$ cat config.mk
export PLATFORM = sky130hd
export DESIGN_NAME = modbus_rtu_master_transaction_core
export DESIGN_NICKNAME = d
export VERILOG_FILES = /design/src/hdl/mbrtu_pkg.sv /design/src/hdl/modbus_rtu_master_transaction_core.sv /design/src/hdl/mbrtu_ram.sv
export SDC_FILE = /design/constraint.sdc
export NUM_CORES = 1
export LEC_CHECK = 0
export BUFFER_PORTS_ARGS = -buffer_cell sky130_fd_sc_hd__buf_4
export CAP_MARGIN = 20
export CORE_MARGIN = 8
export CORE_UTILIZATION = 56
export CTS_CLUSTER_DIAMETER = 120
export DETAILED_ROUTE_END_ITERATION = 12
export PLACE_DENSITY = 0.8
export REMOVE_ABC_BUFFERS = 1
export SLEW_MARGIN = 10
export SYNTH_ARGS = -nofsm -noshare
export SYNTH_HDL_FRONTEND = slang
export SYNTH_HIERARCHICAL = 1
export SYNTH_SLANG_ARGS = --single-unit
$ cat constraint.sdc
create_clock -name clk -period 4.35 [get_ports clk]
set_clock_uncertainty 0.1 [all_clocks]
set_input_delay 0.6525 -clock clk [delete_from_list [all_inputs] [get_ports clk]]
set_output_delay 0.6525 -clock clk [all_outputs]
set_load 0.02 [all_outputs]
$ cat src/hdl/mbrtu_pkg.sv
package mbrtu_pkg;

  localparam int MaxRegsDef = 32;

  localparam logic [1:0] REQ_START = 2'd0;
  localparam logic [1:0] REQ_BYTE  = 2'd1;
  localparam logic [1:0] REQ_TICK  = 2'd2;
  localparam logic [1:0] REQ_BAD   = 2'd3;

  localparam logic [1:0] FSEL_RD_HOLD = 2'd0;
  localparam logic [1:0] FSEL_RD_INP  = 2'd1;
  localparam logic [1:0] FSEL_WR_ONE  = 2'd2;
  localparam logic [1:0] FSEL_BAD     = 2'd3;

  localparam logic [7:0] FC_RD_HOLD = 8'h03;
  localparam logic [7:0] FC_RD_INP  = 8'h04;
  localparam logic [7:0] FC_WR_ONE  = 8'h06;

  localparam logic [1:0] KIND_TX   = 2'd0;
  localparam logic [1:0] KIND_WORD = 2'd1;
  localparam logic [1:0] KIND_STAT = 2'd2;

  localparam logic [1:0] STAT_OK      = 2'd0;
  localparam logic [1:0] STAT_CRC     = 2'd1;
  localparam logic [1:0] STAT_BYTECNT = 2'd2;
  localparam logic [1:0] STAT_TIMEOUT = 2'd3;

  localparam logic [15:0] CRC_INIT = 16'hFFFF;
  localparam logic [15:0] CRC_POLY = 16'hA001;
  localparam logic [15:0] TICK_MAX = 16'hFFFF;

  typedef enum logic [8:0] {
    ST_IDLE = 9'b000000001,
    ST_TXB  = 9'b000000010,
    ST_TXF  = 9'b000000100,
    ST_RXF  = 9'b000001000,
    ST_STAT = 9'b000010000,
    ST_RDH  = 9'b000100000,
    ST_RDL  = 9'b001000000,
    ST_RDW  = 9'b010000000,
    ST_WORD = 9'b100000000
  } state_t;

  // one bit of the reflected CRC-16 shift
  function automatic logic [15:0] crc_bit(input logic [15:0] c);
    crc_bit = c[0] ? ((c >> 1) ^ CRC_POLY) : (c >> 1);
  endfunction

endpackage

$ cat src/hdl/modbus_rtu_master_transaction_core.sv
// Channel  Dir  Handshake          Payload
// in_      in   in_valid/in_stall  req_type function_sel slave_id reg_address
//                                  reg_value reg_count timeout_ticks rx_byte
// out_     out  out_valid/out_stall kind tx_byte reg_word reg_index status last
//
// One bit-serial CRC unit folds one bit per cycle: it folds each of the first
// six frame bytes of a request before the next byte is sent, and each received
// byte covered by the CRC before the next input is taken.
// The final byte of a read then walks the response RAM word by word (RDH, RDL, RDW, WORD).
// rst_n is synchronous; it clears control state only. out_stall holds the
// current transaction in place; no input is taken until the block is idle.
module modbus_rtu_master_transaction_core import mbrtu_pkg::*; #(
  parameter int MAX_REGS = MaxRegsDef
) (
  input  logic        clk,
  input  logic        rst_n,
  input  logic        in_valid,
  output logic        in_stall,
  input  logic [1:0]  in_req_type,
  input  logic [1:0]  in_function_sel,
  input  logic [7:0]  in_slave_id,
  input  logic [15:0] in_reg_address,
  input  logic [15:0] in_reg_value,
  input  logic [5:0]  in_reg_count,
  input  logic [15:0] in_timeout_ticks,
  input  logic [7:0]  in_rx_byte,
  output logic        out_valid,
  input  logic        out_stall,
  output logic [1:0]  out_kind,
  output logic [7:0]  out_tx_byte,
  output logic [15:0] out_reg_word,
  output logic [4:0]  out_reg_index,
  output logic [1:0]  out_status,
  output logic        out_last
);

  localparam int RespDepth = 2 * MAX_REGS + 8;
  localparam int AW        = $clog2(RespDepth);
  localparam int CNT_W     = $clog2(MAX_REGS + 1);
  localparam int LEN_W     = $clog2(2 * MAX_REGS + 9);

  state_t st_r, st_nxt;
  logic   wait_r, wait_nxt;

  logic [7:0]       slave_r, slave_nxt;
  logic [1:0]       func_r, func_nxt;
  logic [CNT_W-1:0] cnt_r, cnt_nxt;
  logic [LEN_W-1:0] len_r, len_nxt;
  logic [LEN_W-1:0] rcnt_r, rcnt_nxt;
  logic [15:0]      tout_r, tout_nxt;
  logic [15:0]      el_r, el_nxt;
  logic [15:0]      addr_r, addr_nxt;
  logic [15:0]      pay_r, pay_nxt;
  logic [15:0]      crc_r, crc_nxt;   // shared serial fold register
  logic [15:0]      rcrc_r, rcrc_nxt; // running response CRC
  logic [2:0]       bit_r, bit_nxt;
  logic [2:0]       byte_r, byte_nxt;
  logic [7:0]       bcnt_r, bcnt_nxt; // response byte 2
  logic [7:0]       prev_r, prev_nxt; // previous response byte
  logic [7:0]       hi_r, hi_nxt;
  logic [CNT_W-1:0] wi_r, wi_nxt;

  logic [1:0]  kind_r, kind_nxt;
  logic [7:0]  txb_r, txb_nxt;
  logic [15:0] word_r, word_nxt;
  logic [4:0]  ridx_r, ridx_nxt;
  logic [1:0]  stat_r, stat_nxt;
  logic        last_r, last_nxt;

  logic          ram_we;
  logic [AW-1:0] ram_raddr;
  logic [7:0]    ram_rdata;

  logic             in_acc, out_acc;
  logic [6:0]       cnt_in;
  logic [CNT_W-1:0] cnt_sat;
  logic [7:0]       fcode;
  logic [15:0]      crc_step;
  logic [LEN_W:0]   idx_p3;
  logic [15:0]      el_inc;

  assign in_stall  = (st_r != ST_IDLE);
  assign out_valid = (st_r == ST_TXB) || (st_r == ST_STAT) || (st_r == ST_WORD);
  assign in_acc    = in_valid && !in_stall;
  assign out_acc   = out_valid && !out_stall;

  assign out_kind      = kind_r;
  assign out_tx_byte   = txb_r;
  assign out_reg_word  = word_r;
  assign out_reg_index = ridx_r;
  assign out_status    = stat_r;
  assign out_last      = last_r;

  assign cnt_in   = {1'b0, in_reg_count};
  assign cnt_sat  = (cnt_in > 7'(MAX_REGS)) ? CNT_W'(MAX_REGS) : CNT_W'(in_reg_count);
  assign crc_step = crc_bit(crc_r);
  assign idx_p3   = {1'b0, rcnt_r} + (LEN_W+1)'(3);
  assign el_inc   = (el_r < TICK_MAX) ? el_r + 16'd1 : el_r;

  always_comb begin
    unique case (func_r)
      FSEL_RD_HOLD: fcode = FC_RD_HOLD;
      FSEL_RD_INP:  fcode = FC_RD_INP;
      default:      fcode = FC_WR_ONE;
    endcase
  end

  // frame byte for a position of the request
  function automatic logic [7:0] frame_byte(input logic [2:0] p, input logic [7:0] sl,
                                            input logic [7:0] fc, input logic [15:0] ad,
                                            input logic [15:0] pl, input logic [15:0] cr);
    unique case (p)
      3'd0:    frame_byte = sl;
      3'd1:    frame_byte = fc;
      3'd2:    frame_byte = ad[15:8];
      3'd3:    frame_byte = ad[7:0];
      3'd4:    frame_byte = pl[15:8];
      3'd5:    frame_byte = pl[7:0];
      3'd6:    frame_byte = cr[7:0];
      default: frame_byte = cr[15:8];
    endcase
  endfunction

  assign ram_we    = in_acc && wait_r && (in_req_type == REQ_BYTE);
  assign ram_raddr = AW'({wi_r, 1'b0}) + ((st_r == ST_RDL) ? AW'(4) : AW'(3));

  mbrtu_ram #(.Width(8), .Depth(RespDepth)) u_resp (
    .clk     (clk),
    .we      (ram_we),
    .waddr   (AW'(rcnt_r)),
    .wdata   (in_rx_byte),
    .raddr   (ram_raddr),
    .rdata_r (ram_rdata)
  );

  always_comb begin
    st_nxt   = st_r;
    wait_nxt = wait_r;
    slave_nxt = slave_r;  func_nxt = func_r;  cnt_nxt = cnt_r;  len_nxt = len_r;
    rcnt_nxt = rcnt_r;    tout_nxt = tout_r;  el_nxt = el_r;    addr_nxt = addr_r;
    pay_nxt  = pay_r;     crc_nxt = crc_r;    rcrc_nxt = rcrc_r; bit_nxt = bit_r;
    byte_nxt = byte_r;    bcnt_nxt = bcnt_r;  prev_nxt = prev_r; hi_nxt = hi_r;
    wi_nxt   = wi_r;
    kind_nxt = kind_r;    txb_nxt = txb_r;    word_nxt = word_r; ridx_nxt = ridx_r;
    stat_nxt = stat_r;    last_nxt = last_r;

    unique case (st_r)
      ST_IDLE: begin
        if (in_acc) begin
          if (in_req_type == REQ_START && in_function_sel != FSEL_BAD) begin
            wait_nxt  = 1'b0;
            slave_nxt = in_slave_id;
            func_nxt  = in_function_sel;
            cnt_nxt   = cnt_sat;
            tout_nxt  = in_timeout_ticks;
            el_nxt    = '0;
            rcnt_nxt  = '0;
            addr_nxt  = in_reg_address;
            if (in_function_sel == FSEL_WR_ONE) begin
              pay_nxt = in_reg_value;
              len_nxt = LEN_W'(8);
            end else begin
              pay_nxt = 16'(cnt_sat);
              len_nxt = LEN_W'(5) + LEN_W'({cnt_sat, 1'b0});
            end
            crc_nxt  = CRC_INIT;
            byte_nxt = '0;
            kind_nxt = KIND_TX;  txb_nxt = in_slave_id;  word_nxt = '0;
            ridx_nxt = '0;       stat_nxt = STAT_OK;     last_nxt = 1'b0;
            st_nxt   = ST_TXB;
          end else if (wait_r && in_req_type == REQ_BYTE) begin
            rcnt_nxt = rcnt_r + LEN_W'(1);
            prev_nxt = in_rx_byte;
            if (rcnt_r == LEN_W'(2)) begin
              bcnt_nxt = in_rx_byte;
            end
            if (rcnt_r + LEN_W'(1) == len_r) begin
              // response complete
              wait_nxt = 1'b0;
              kind_nxt = KIND_STAT; txb_nxt = '0; word_nxt = '0; ridx_nxt = '0;
              last_nxt = 1'b1;
              st_nxt   = ST_STAT;
              if (prev_r != rcrc_r[7:0] || in_rx_byte != rcrc_r[15:8]) begin
                stat_nxt = STAT_CRC;
              end else if (func_r == FSEL_WR_ONE) begin
                stat_nxt = STAT_OK;
              end else if (bcnt_r != 8'({cnt_r, 1'b0})) begin
                stat_nxt = STAT_BYTECNT;
              end else if (cnt_r == '0) begin
                stat_nxt = STAT_OK;
              end else begin
                wi_nxt = '0;
                st_nxt = ST_RDH;
              end
            end else if (rcnt_r != '0 && idx_p3 <= {1'b0, len_r}) begin
              crc_nxt = rcrc_r ^ {8'h00, in_rx_byte};
              bit_nxt = '0;
              st_nxt  = ST_RXF;
            end
          end else if (wait_r && in_req_type == REQ_TICK) begin
            el_nxt = el_inc;
            if (el_inc >= tout_r) begin
              wait_nxt = 1'b0;
              kind_nxt = KIND_STAT; txb_nxt = '0; word_nxt = '0; ridx_nxt = '0;
              stat_nxt = STAT_TIMEOUT; last_nxt = 1'b1;
              st_nxt   = ST_STAT;
            end
          end
        end
      end
      ST_TXB: begin
        if (out_acc) begin
          if (byte_r < 3'd6) begin
            crc_nxt = crc_r ^ {8'h00, txb_r};
            bit_nxt = '0;
            st_nxt  = ST_TXF;
          end else if (byte_r == 3'd6) begin
            byte_nxt = 3'd7;
            txb_nxt  = crc_r[15:8];
          end else if (tout_r == '0) begin
            kind_nxt = KIND_STAT; txb_nxt = '0;
            stat_nxt = STAT_TIMEOUT; last_nxt = 1'b1;
            st_nxt   = ST_STAT;
          end else begin
            wait_nxt = 1'b1;
            st_nxt   = ST_IDLE;
          end
        end
      end
      ST_TXF: begin
        crc_nxt = crc_step;
        bit_nxt = bit_r + 3'd1;
        if (bit_r == 3'd7) begin
          // fold of the slave byte alone seeds the response CRC
          if (byte_r == 3'd0) begin
            rcrc_nxt = crc_step;
          end
          byte_nxt = byte_r + 3'd1;
          txb_nxt  = frame_byte(byte_r + 3'd1, slave_r, fcode, addr_r, pay_r, crc_step);
          st_nxt   = ST_TXB;
        end
      end
      ST_RXF: begin
        crc_nxt = crc_step;
        bit_nxt = bit_r + 3'd1;
        if (bit_r == 3'd7) begin
          rcrc_nxt = crc_step;
          st_nxt   = ST_IDLE;
        end
      end
      ST_STAT: begin
        if (out_acc) begin
          st_nxt = ST_IDLE;
        end
      end
      ST_RDH: st_nxt = ST_RDL;
      ST_RDL: begin
        hi_nxt = ram_rdata;
        st_nxt = ST_RDW;
      end
      ST_RDW: begin
        kind_nxt = KIND_WORD;
        stat_nxt = STAT_OK;
        word_nxt = {hi_r, ram_rdata};
        ridx_nxt = 5'(wi_r);
        last_nxt = (wi_r + CNT_W'(1) == cnt_r);
        st_nxt   = ST_WORD;
      end
      ST_WORD: begin
        if (out_acc) begin
          if (last_r) begin
            st_nxt = ST_IDLE;
          end else begin
            wi_nxt = wi_r + CNT_W'(1);
            st_nxt = ST_RDH;
          end
        end
      end
      default: st_nxt = ST_IDLE;
    endcase
  end

  always_ff @(posedge clk) begin
    if (!rst_n) begin
      st_r   <= ST_IDLE;
      wait_r <= 1'b0;
      rcrc_r <= CRC_INIT;
      el_r   <= '0;
      rcnt_r <= '0;
      len_r  <= '0;
      cnt_r  <= '0;
      func_r <= '0;
      slave_r <= '0;
      tout_r <= '0;
    end else begin
      st_r   <= st_nxt;
      wait_r <= wait_nxt;
      rcrc_r <= rcrc_nxt;
      el_r   <= el_nxt;
      rcnt_r <= rcnt_nxt;
      len_r  <= len_nxt;
      cnt_r  <= cnt_nxt;
      func_r <= func_nxt;
      slave_r <= slave_nxt;
      tout_r <= tout_nxt;
    end
  end

  always_ff @(posedge clk) begin
    addr_r <= addr_nxt;
    pay_r  <= pay_nxt;
    crc_r  <= crc_nxt;
    bit_r  <= bit_nxt;
    byte_r <= byte_nxt;
    bcnt_r <= bcnt_nxt;
    prev_r <= prev_nxt;
    hi_r   <= hi_nxt;
    wi_r   <= wi_nxt;
    kind_r <= kind_nxt;
    txb_r  <= txb_nxt;
    word_r <= word_nxt;
    ridx_r <= ridx_nxt;
    stat_r <= stat_nxt;
    last_r <= last_nxt;
  end

endmodule

$ cat src/hdl/mbrtu_ram.sv
module mbrtu_ram import mbrtu_pkg::*; #(
  parameter int Width = 8,
  parameter int Depth = 72
) (
  input  logic                     clk,
  input  logic                     we,
  input  logic [$clog2(Depth)-1:0] waddr,
  input  logic [Width-1:0]         wdata,
  input  logic [$clog2(Depth)-1:0] raddr,
  output logic [Width-1:0]         rdata_r
);

  logic [Width-1:0] mem [Depth];

  always_ff @(posedge clk) begin
    if (we) begin
      mem[waddr] <= wdata;
    end
    rdata_r <= mem[raddr];
  end

endmodule

# == Word-level counts from Yosys, hierarchy flattened ==
# Memories as Yosys holds them, arrays and structs flattened. A register that Yosys moved wholly into a read port is not among the register bits.
# Cells that the tools add are included.
# word_totals
ramBits,576
regBits,206
out_inout_bits,36
word_cells,303
inputBits,78
memories,1
# mem_list
name,depth,word_bits,read_ports,rd_clocked_by_memory_dff,write_ports,line,source
u_resp.mem,72,8,1,1,1,mbrtu_ram.sv:13,logic [Width-1:0] mem [Depth];
# op_classes
n_reduce_logical,46
magnitude_cmp,5
n_mux,148
add_sub_neg,8
eq_ne,65
bitwise_logic,4
# op_table
op,count
16-bit 2-to-1 mux,21
9-bit 2-to-1 mux,14
6-bit 2-to-1 mux,17
8-bit 2-to-1 mux,11
9-bit one-hot mux with 9 select lines,1
16-bit one-hot mux with 2 select lines,2
8-bit one-hot mux with 7 select lines,1
2-bit 2-to-1 mux,24
16-bit one-hot mux with 3 select lines,1
2-bit != test (second input constant),23
3-bit 2-to-1 mux,14
5-bit 2-to-1 mux,7
16-bit by 8-bit XOR with 16-bit output,2
9-bit AND reduction,3
8-bit one-hot mux with 3 select lines,1
1-bit 2-to-1 mux,22
7-bit 2-to-1 mux,3
10-bit AND reduction,2
3-bit one-hot mux with 3 select lines,2
16-bit by 1-bit adder with 16-bit output (second input constant),1
16-bit greater-or-equal comparator,1
16-bit zero test,1
16-bit < comparator (second input constant),1
8-bit != test,2
58 further kinds,99

# == Longest topological paths before layout ==
# depth
ltp_word,10
ltp_mapped,16
depth_no_buf,14

# == By module ==
# The synthesis kept the hierarchy.
# modules_own_cells
module,instances,area_each_um2,seq_area_each_um2,cells_per_inst
mbrtu_ram,1,22656.7,17456.7,1064
modbus_rtu_master_transaction_core,1,10628.9,5305.1,1063

# == Worst setup path after synthesis ==
# Ideal clock, no wire load.
# synth_timing
path_type,flip-flop to flip-flop
start,reg el_r[6]
end,reg txb_r[0] (netlist: out_tx_byte[0]) (enable)
t_arrival_ns,4.068
slack_ns,-0.204
stages_incl_launch_ff,16
n_path_buf,2
required_ns,3.864
synth_period_minus_slack_ns,4.554
cell_sequence,dfxtp_1 -> clkbuf_1 -> nand4_1 -> nor4_1 -> nor2b_1 -> nand3_1 -> xnor2_1 -> ha_1 -> o21ai_0 -> a21oi_1 -> o41ai_1 -> a2111oi_0 -> o31a_1 -> buf_4 -> o21ai_0 -> a211oi_1
# synth_via
elab_chain_cells,5
word_cells_on_any_way,6
# synth_lines
element,line,source
from (decl),modbus_rtu_master_transaction_core.sv:51,"logic [15:0] el_r, el_nxt;"
from (signal assigned),modbus_rtu_master_transaction_core.sv:299,el_r <= el_nxt;
16-bit by 1-bit adder with 16-bit output / 16-bit < comparator (equally long branches),modbus_rtu_master_transaction_core.sv:98,assign el_inc = (el_r < TICK_MAX) ? el_r + 16'd1 : el_r;
16-bit 2-to-1 mux *,modbus_rtu_master_transaction_core.sv:98,
16-bit greater-or-equal comparator *,modbus_rtu_master_transaction_core.sv:202,if (el_inc >= tout_r) begin
4-bit != test (no line) *,n/a,
9-bit AND reduction (no line) *,n/a,
to (signal assigned),modbus_rtu_master_transaction_core.sv:320,txb_r <= txb_nxt;
to (decl),modbus_rtu_master_transaction_core.sv:64,"logic [7:0] txb_r, txb_nxt;"
# Mark *: on every way between the ends. The rest lies on a longest branch, timed or not.
# A chain may end at the register's enable or synchronous reset.

# == Final worst setup path ==
# layout_timing
start,reg st_r[0]
end,"reg u_resp.rdata_r[7], read port of u_resp.mem"
# layout_via
elab_chain_cells,3
# layout_lines
element,line,source
from (decl),modbus_rtu_master_transaction_core.sv:42,"state_t st_r, st_nxt;"
from (signal assigned),modbus_rtu_master_transaction_core.sv:296,st_r <= st_nxt;
9-bit by 7-bit equality test with 1-bit output,modbus_rtu_master_transaction_core.sv:125,"assign ram_raddr = AW'({wi_r, 1'b0}) + ((st_r == ST_RDL) ? AW'(4) : AW'(3));"
3-bit 2-to-1 mux,modbus_rtu_master_transaction_core.sv:125,
7-bit by 3-bit adder with 7-bit output,modbus_rtu_master_transaction_core.sv:125,
named net ram_raddr[0],modbus_rtu_master_transaction_core.sv:71,logic [AW-1:0] ram_raddr;
to (decl),mbrtu_ram.sv:10,output logic [Width-1:0] rdata_r
# The timed path passes the listed nets, and every way through them passes these cells.

==> out/results.ini <==
[power_and_ir_drop]
clkPwrFrac=0.385
seq_power_share=0.506
internal_power_uw=13200
power.leakage_uw=0.0129
ir_worst_vdd_v=0.000516
p_sw_uw=4260
power.density_nw_per_um2=457
swShare=0.245
p_comb_frac=0.110

[synth]
synth_ff_type=edfxtp_1
synth.top_cell.area_share=0.626
ys_seq_area_frac=0.684
synth-seq-cells=790
synth.area.top_cells=edfxtp_1 63%, mux4_2 9.7%, dfxtp_1 5.8%
yosys.area.top_type=edfxtp_1
yosysWarnings=6
yosysUniqueCellTypes=85
synth.avg_cell_area_um2=15.6
synth-edff-count=694
syn-cell-area_um2=33300
netlist_instances=2127
ys_async_sr_fraction=0

[global_route]
grt_usage=0.250
grt-ovfl-total=0
grt_pass1_vias=20100
grt_pass1_wl_um=127000
antenna_found_initial=1
grt_max_degree=84

[sta]
fin_tns_setup_ns=0
tightest_slew_ns=1.05
maxSlewViolCount=0
finalHoldViolations=0
final.period_utilization=0.971
max_freq_mhz=237
rsz0062_at_grt=false
relSlewSlack=0.295
timing.final.crit_period_ns=4.23
hold_ws_ns=0.121
layout_setup_ws_ns=0.125
final-setup-viol-count=0

[routing]
drt-wirelength-per-cell_um=26.9
vias_per_cell=6.45
drt-initial-drc-count=2782
first_pass_iters=7
post-route-drc-count=0
dr_total_vias=20500
wl_um=85200
ant_nets=0

[placement]
dp_hpwl_um=55300
post-place-ws_ns=0.138
io_buffers=113
place_congestion=0.910

[worst_setup_path]
required_ns=4.77
crit_start=st_r[0]$_SDFFE_PN1P_
endpoint_kind=flop
critPathKind=reg2reg
slowest_stage=or4_4
path_buf_inv=3
slowest_delay_ns=0.59
crit_fanout=14
critPathTopFamily=simple AND/OR/NAND/NOR gates
crit_chain=or2_4 -> or4_1 -> or4_4 -> fa_1 -> clkinv_2 -> inv_2 -> buf_4 -> mux4_2 -> nand2b_1 -> a311o_1
start_kind=flop
r2r_start=st_r[0]$_SDFFE_PN1P_
cp.arrival_ns=4.64

[clock_tree]
cts_buffers=77
max-clock-path-buffers=3
cts_tree=done
htree_levels=3
cts_root_buffer=clkbuf_16
ctsHoldBuffers=0
worst_skew_pair.late_latency_ns=0.63
cts.sinks=790
clkSlewWorstSetupHoldPaths_ns=0.06

[worst_hold_path]
hold_path_class=in2reg
min_from=in_reg_address[6]

[die]
rows=89
die_w_um=260
io_pins=114
coreArea_um2=58900
initial_core_util=0.565
die_area_um2=67500
dieHeight_um=260

[final_layout]
nNetsFinal=2454
num_antenna_cells=0
n_fill_cell=3870
area_growth_pct=14.6
final_layout_size_suffix_gt1_frac=0.227

[flow_run]
maxCapViolCount=0

[status]
outcome=complete, no violations

==> kinds of logic (layout without fill, tap and decap cells) <==
group           after synthesis  count (layout)  share of synthesized area
xor+xnor                     86              86                     0.0226
fa+ha+maj                    40              40                     0.0153
mux                         206             206                      0.117
simple gates                565             565                     0.0804
buf+inv                     153             424                     0.0227
flops                       790             790                      0.684
compound gates              287             287                     0.0578
==> final timing paths <==
| kind | to | slack [ns] | cells past startpoint |
|---|---|---|---|
| min reg2reg | slave_r[4]$_SDFFE_PN0P_ | 0.36 | 2 |
| min | addr_r[6]$_DFFE_PP_ | 0.12 | 1 |
| max reg2reg | u_resp/rdata_r[7]$_DFF_P_ | 0.12 | 10 |
| max | u_resp/rdata_r[7]$_DFF_P_ | 0.12 | 10 |
==> cell type report <==
cell class	instances	area, um2	share of cell area
Clock inverter	47	492	0.0129
Multi-Input combinational cell	1184	9820	0.258
Tap cell	773	967	0.0254
Clock buffer	94	2040	0.0536
Sequential cell	790	22800	0.597
Inverter	45	170	0.00446
Timing Repair Buffer	238	1870	0.0492
==> metal layers <==
layer	part of all wire	wire length [um]	track usage
met3	0.11	9010	0.0484
met4	0.043	3700	0.108
met5	0	0	0
met2	0.47	40400	0.393
met1	0.38	32100	0.340
==> state kept, by name (all words and copies together), names as in the netlist, 3 cells and up <==
name and cells:
wi_r 6, prev_r 8, hi_r 8, rcnt_r 7, out_tx_byte 8, out_reg_index 5, st_r 9, u_resp/rdata_r 8
tout_r 16, rcrc_r 16, cnt_r 6, byte_r 3, bcnt_r 8, u_resp/mem 576, bit_r 3, len_r 7
pay_r 16, addr_r 16, crc_r 16, el_r 16, out_reg_word 16, slave_r 8
==> placed cells by master (no fill, tap or decap), drive strengths merged, types with 37 or more instances in the layout <==
cell / instances
edfxtp: 694
buf: 238
nand2: 176
nor2: 161
mux4: 145
dfxtp: 96
clkbuf: 94
a21oi: 92
xor2: 47
o21ai: 46
inv: 46
mux2i: 40
xnor2: 39
ha: 39
nand3: 37
==> power groups by stage <==
stage | clock network (uW) | logic, uW | registers [uW]
floorplan | 0 | 874 | 9020
CTS | 6770 | 1890 | 8800
detailed placement | 0 | 1870 | 8960
global placement | 0 | 1840 | 8950
finish | 6710 | 1910 | 8810
global route | 7030 | 2040 | 8830
==> repair_timing <==
item / CTS / global route
buffers inserted: 0 / 1
gates resized for setup: 0 / 4
setup endpoints to repair: 0 / 15
==> cell usage after synthesis (all sizes together) (9+ instances only) <==
cell    instances
nor3           33
nand2b         11
clkbuf         58
mux4          145
o21ai          46
dfxtp          96
nand2         176
ha             39
nand3          37
a31oi          14
xnor2          39
nand4          17
buf            48
a22oi          17
or4             9
nor2b          20
mux2i          40
nor4           20
edfxtp        694
nor2          161
and3           21
and2           35
a21oi          92
a221o          15
a222oi         10
o211ai          9
a211oi         27
inv            43
xor2           47
mux2           21
==> stage by stage <==
stage          instance area, um2  total power (uW)   util  instances
6_report                    38100             17400  0.647       3171
5_1_grt                     38100             17900  0.647       3171
4_1_cts                     38100             17500  0.647       3170
3_5_place_dp                35600             10800  0.604       3029
3_3_place_gp                35600             10800  0.604       3029
2_1_floorplan               32700              9900      -       2019
Power figures use the tool's default switching activity.
